$ cat config.mk
export PLATFORM = sky130hd
export DESIGN_NAME = euq_cordic
export DESIGN_NICKNAME = d
export VERILOG_FILES = /design/src/design/euq_pkg.sv /design/src/design/euq_cordic.sv
export SDC_FILE = /design/constraint.sdc
export NUM_CORES = 2
export LEC_CHECK = 0
export BUFFER_PORTS_ARGS = -buffer_cell sky130_fd_sc_hd__buf_2
export CORE_AREA = 10 10 462 464
export CTS_CLUSTER_DIAMETER = 200
export DETAILED_ROUTE_END_ITERATION = 10
export DIE_AREA = 0 0 472 474
export PLACE_DENSITY = 0.74
export SLEW_MARGIN = 30
export SYNTH_ARGS = -nofsm -noshare
export SYNTH_HDL_FRONTEND = slang
export SYNTH_SLANG_ARGS = --single-unit
$ cat constraint.sdc
create_clock -name clk -period 5.4 [get_ports clk]
set_input_delay 0.54 -clock clk [delete_from_list [all_inputs] [get_ports clk]]
set_output_delay 0.54 -clock clk [all_outputs]
set_load 0.01 [all_outputs]
$ cat src/design/euq_pkg.sv
// Shared types, constants and fixed-point helpers for the Euler-to-quaternion pipeline.
// No dependencies; used by every module under design/.
`default_nettype none
package euq_pkg;
  localparam int QW = 34;                 // Q30 working word, signed
  localparam int CORDIC_STAGES_DEF = 16;
  localparam int MAX_STAGES = 24;
  localparam int OUT_W = 16;

  typedef logic signed [QW-1:0] q30_t;

  localparam q30_t Q30_ONE     = 34'sd1073741824;
  localparam q30_t Q30_PI      = 34'sd3373259426;
  localparam q30_t Q30_HALF_PI = 34'sd1686629713;
  localparam q30_t INV_GAIN    = 34'sd652032874;

  // which component takes s/2
  localparam logic [1:0] SEL_TRACE = 2'd0;
  localparam logic [1:0] SEL_X     = 2'd1;
  localparam logic [1:0] SEL_Y     = 2'd2;
  localparam logic [1:0] SEL_Z     = 2'd3;

  typedef struct packed {
    logic [1:0] sel;
    q30_t       ta;
    q30_t       tb;
    q30_t       tc;
  } euq_side_t;

  function automatic q30_t atan_q30(input int i);
    q30_t v;
    case (i)
      0:  v = 34'sd843314857;
      1:  v = 34'sd497837829;
      2:  v = 34'sd263043837;
      3:  v = 34'sd133525159;
      4:  v = 34'sd67021687;
      5:  v = 34'sd33543516;
      6:  v = 34'sd16775851;
      7:  v = 34'sd8388437;
      8:  v = 34'sd4194283;
      9:  v = 34'sd2097149;
      10: v = 34'sd1048576;
      11: v = 34'sd524288;
      12: v = 34'sd262144;
      13: v = 34'sd131072;
      14: v = 34'sd65536;
      15: v = 34'sd32768;
      16: v = 34'sd16384;
      17: v = 34'sd8192;
      18: v = 34'sd4096;
      19: v = 34'sd2048;
      20: v = 34'sd1024;
      21: v = 34'sd512;
      22: v = 34'sd256;
      23: v = 34'sd128;
      default: v = '0;
    endcase
    return v;
  endfunction

  // Q30 product, round half up
  function automatic q30_t qmul(input q30_t a, input q30_t b);
    logic signed [2*QW-1:0] p;
    p = $signed(a) * $signed(b) + $signed((2*QW)'(64'd536870912));
    return q30_t'(p >>> 30);
  endfunction

  // Q30 -> Q2.14 with rounding and saturation to +-1.0
  function automatic logic signed [OUT_W-1:0] to_out(input q30_t q);
    q30_t                   t;
    logic signed [QW-17:0]  r;
    logic signed [OUT_W-1:0] o;
    t = q + 34'sd32768;
    r = (QW-16)'(t >>> 16);
    if (r > 18'sd16384) o = 16'sd16384;
    else if (r < -18'sd16384) o = -16'sd16384;
    else o = OUT_W'(r);
    return o;
  endfunction
endpackage
`default_nettype wire

$ cat src/design/euq_cordic.sv
// Pipelined rotation-mode CORDIC, one iteration per register stage.
// Depends on euq_pkg (q30_t, atan table, start gain).
`default_nettype none
module euq_cordic #(
  parameter int STAGES = 16
) (
  input  wire              clk,
  input  wire              en,
  input  euq_pkg::q30_t    ang,
  input  wire              neg,
  output euq_pkg::q30_t    sin_o,
  output euq_pkg::q30_t    cos_o
);
  import euq_pkg::*;

  q30_t x_r [STAGES];
  q30_t y_r [STAGES];
  q30_t z_r [STAGES];
  logic neg_r [STAGES];

  for (genvar k = 0; k < STAGES; k++) begin : g_it
    q30_t x_i, y_i, z_i, x_o, y_o, z_o;
    logic n_i;
    if (k == 0) begin : g_first
      assign x_i = INV_GAIN;
      assign y_i = '0;
      assign z_i = ang;
      assign n_i = neg;
    end else begin : g_next
      assign x_i = x_r[k-1];
      assign y_i = y_r[k-1];
      assign z_i = z_r[k-1];
      assign n_i = neg_r[k-1];
    end
    always_comb begin
      if (!z_i[QW-1]) begin
        x_o = x_i - (y_i >>> k);
        y_o = y_i + (x_i >>> k);
        z_o = z_i - atan_q30(k);
      end else begin
        x_o = x_i + (y_i >>> k);
        y_o = y_i - (x_i >>> k);
        z_o = z_i + atan_q30(k);
      end
    end
    always_ff @(posedge clk) begin
      if (en) begin
        x_r[k]   <= x_o;
        y_r[k]   <= y_o;
        z_r[k]   <= z_o;
        neg_r[k] <= n_i;
      end
    end
  end

  // undo the half-turn fold
  assign cos_o = neg_r[STAGES-1] ? -x_r[STAGES-1] : x_r[STAGES-1];
  assign sin_o = neg_r[STAGES-1] ? -y_r[STAGES-1] : y_r[STAGES-1];
endmodule
`default_nettype wire

==> results.py <==
metrics = {
    "outcome": {
        "status": "complete, but fails checks",
        "failed_checks": "setup timing",
    },
    "detailed_routing": {
        "first_pass_iters": 6,
        "drt_iter0_markers": 8010,
        "drtAntennaViolNets": 0,
        "wire_per_inst_um": 20.0,
        "drc": 0,
        "vias": 95969,
        "drt-total-wl_um": 312000,
        "vias_per_cell": 6.16,
    },
    "setup_path": {
        "path_max_fanout": 3,
        "crit_arrival_ns": 5.06,
        "worst_path_largest_cell_delay_ns": 0.50,
        "endpoint_kind": "output port",
        "worst-path-buf-inv": 1,
        "crit_path_start_kind": "register",
        "cp_cell_sequence": "or3_4 > or4_4 > or4_4 > or4_4 > or3_4 > or2_4 > or4_4 > or4_4 > o31a_1 > xor2_1 > buf_2",
        "critPathTopFamily": "simple AND/OR/NAND/NOR gates",
        "critical_path.most_common_cell": "or4_4",
        "cp.required_ns": 4.86,
        "slowest_stage": "or4_4",
        "path_class": "reg -> out",
    },
    "logic_synthesis": {
        "yosys-top-cells-count": "edfxtp_1, a21oi_1, ha_1, xnor2_1, nor2_1",
        "synth_flop_cell": "edfxtp_1",
        "synth.avg_cell_area_um2": 9.58,
        "synth-edff-count": 1408,
        "syn_area_um2": 120000,
        "ys_ff_latch": 1408,
        "syn_inst": 12484,
        "synth.area.top_cells": "edfxtp_1, ha_1, xnor2_1",
        "synth.most_common_cell": "edfxtp_1",
        "ys_warn_count": 0,
        "async_flop_share_pct": 0,
        "synth_top_cell_by_area": "edfxtp_1",
        "ys_seq_area_share_pct": 35.3,
        "synth_top_cell_area_share_pct": 35.3,
        "ys_types": 83,
        "synth_nets": 13914,
    },
    "cts": {
        "cts-root-buf": "clkbuf_16",
        "cts_tree": "yes",
        "cts_htree_levels": 4,
        "cts-buffers-inserted": 165,
        "clk_latency_ns": 0.81,
        "cts.sinks": 1408,
        "cts_buffer_depth": 3,
        "clk_pin_slew_worst_paths_ns": 0.06,
    },
    "place": {
        "dp_cells": 15269,
        "gp_congestion": 0.942,
        "io_buffers": 104,
        "detailed_place_hpwl_um": 245000,
        "place_area_um2": 124000,
    },
    "global_route": {
        "grt_max_degree": 176,
        "grtUsageTotal_pct": 26.8,
        "first_global_vias": 92047,
        "grt_pass1_wl_um": 494000,
        "antenna_found_initial": 5,
        "globalRoute.totalOverflow": 0,
    },
    "worst_hold_path": {
        "hold_path.class": "in -> reg",
    },
    "job": {
        "drv_cap": 0,
    },
    "final_layout": {
        "syn2layout_area_growth_pct": 8.67,
        "fin_cells": 15587,
        "fin_area_um2": 130000,
        "drive_above_1_share_pct": 5.63,
        "nets": 14190,
    },
    "floorplan": {
        "core_um2": 204000,
        "die_area_um2": 224000,
        "die_w_um": 472,
        "num_rows": 166,
        "start_util_pct": 58.7,
        "io-pin-count": 105,
        "die_height_um": 474,
    },
    "timing": {
        "setup_ws_ns": -0.205,
        "post-route-period-util_pct": 104,
        "worst_pin_slew_ns": 1.05,
        "hold_viol_final": 0,
        "maxSlewViolCount": 0,
        "fin_crit_ns": 5.60,
        "rsz0062_at_grt": "true",
        "clock-skew-final_ns": 0.0306,
        "setup_viol": 3,
        "fmax_ghz": 0.178,
        "setup_tns_ns": -0.530,
        "timing.slew.headroom_pct": 29.7,
    },
}
==> layout by cell type (no fill, tap or decap), drive strengths merged, types with 171 or more instances in the layout <==
| master | netlist | final |
|---|---|---|
| a21oi | 1397 | 1397 |
| ha | 1350 | 1350 |
| buf | 37 | 300 |
| nand3 | 224 | 224 |
| nand2b | 193 | 193 |
| nor3 | 334 | 334 |
| xnor2 | 1236 | 1236 |
| xor2 | 626 | 626 |
| nor2b | 193 | 193 |
| a21o | 568 | 568 |
| inv | 555 | 563 |
| o21ai | 593 | 593 |
| clkbuf | 156 | 201 |
| nand2 | 560 | 560 |
| nor2 | 1099 | 1099 |
| edfxtp | 1408 | 1408 |
| o21a | 210 | 210 |
| o21bai | 171 | 171 |
==> area by class of cell <==
cell class	instances	area, um2
Fill cell	16716	74000
Inverter	558	2090
Clock inverter	98	1000
Sequential cell	1408	42300
Tap cell	2688	3360
Timing Repair Buffer	302	2230
Antenna cell	7	17.5
Multi-Input combinational cell	10325	74700
Clock buffer	201	4330
==> registers in the layout, indices dropped and copies added (netlist names) <==
| signal | flops |
|---|---|
| y_r | 511 |
| x_r | 484 |
| z_r | 397 |
| neg_r | 16 |
==> metal layers <==
layer	track usage [%]	up-vias	share of wire, %
met1	35.5	45849	44
met5	0	-	0
met3	3.44	497	5.6
met4	7.84	0	3.0
li1	-	46845	-
met2	45.9	2778	47
==> logic make-up (layout without fill, tap and decap cells) <==
kind of cell             count (synthesis)  count (layout)  synth area share (%)
AO/OA/AOI/OAI                         3730            3730                  19.6
AND/OR/NAND/NOR                       3191            3191                  12.9
XOR/XNOR                              1862            1862                  13.6
flip-flops                            1408            1408                  35.3
adder cells (fa/ha/maj)               1393            1393                  14.8
buffers and inverters                  751            1159                  2.36
multiplexers                           149             149                  1.33
other                                    0               7                     0
==> worst register-to-register path, stage by stage (launching register included) <==
cell      delay [ns]
edfxtp_1        0.45
or4_1           0.62
nor4b_1         0.39
buf_4           0.22
nand2_1         0.05
nor2_1          0.27
a21oi_1         0.14
xor2_1          0.17
ha_1            0.35
a21oi_1         0.17
o21bai_1        0.10
or3_1           0.34
o311a_1         0.32
a41o_1          0.28
a31oi_1         0.26
o21ai_0         0.19
a211o_1         0.33
o21ai_0         0.11
xnor2_1         0.11
==> stage by stage <==
step	utilization [%]	worst slack (ns)	hold WS, ns
floorplan	-	0.417	0.400
global placement	61.0	0.131	0.401
detailed placement	61.0	0.149	0.405
CTS	63.6	-0.225	0.0521
global route	63.7	-0.344	0.0946
finish	63.7	-0.205	0.122
==> timing repair <==
action / 4_1_cts / 5_1_grt
pin swaps: 2 / 2
hold buffers: 2 / 0
setup buffers: 7 / 2
endpoints found under the setup margin: 3 / 35
endpoints found under the hold margin: 2 / 0
gates resized for setup: 8 / 27
==> worst paths after layout <==
path          startpoint    endpoint  slack (ns)  depth (start not counted)
min               ang[1]   z_r[0][1]        0.12                          2
max reg2reg   y_r[1][14]  x_r[1][67]        0.28                         18
min reg2reg   z_r[1][52]  z_r[1][86]        0.40                          0
max          x_r[1][246]   cos_o[33]       -0.20                         11
Power is left out: the tool's default activity adds up to more than one toggle a clock period on the data nets, which glitch-free logic cannot reach.
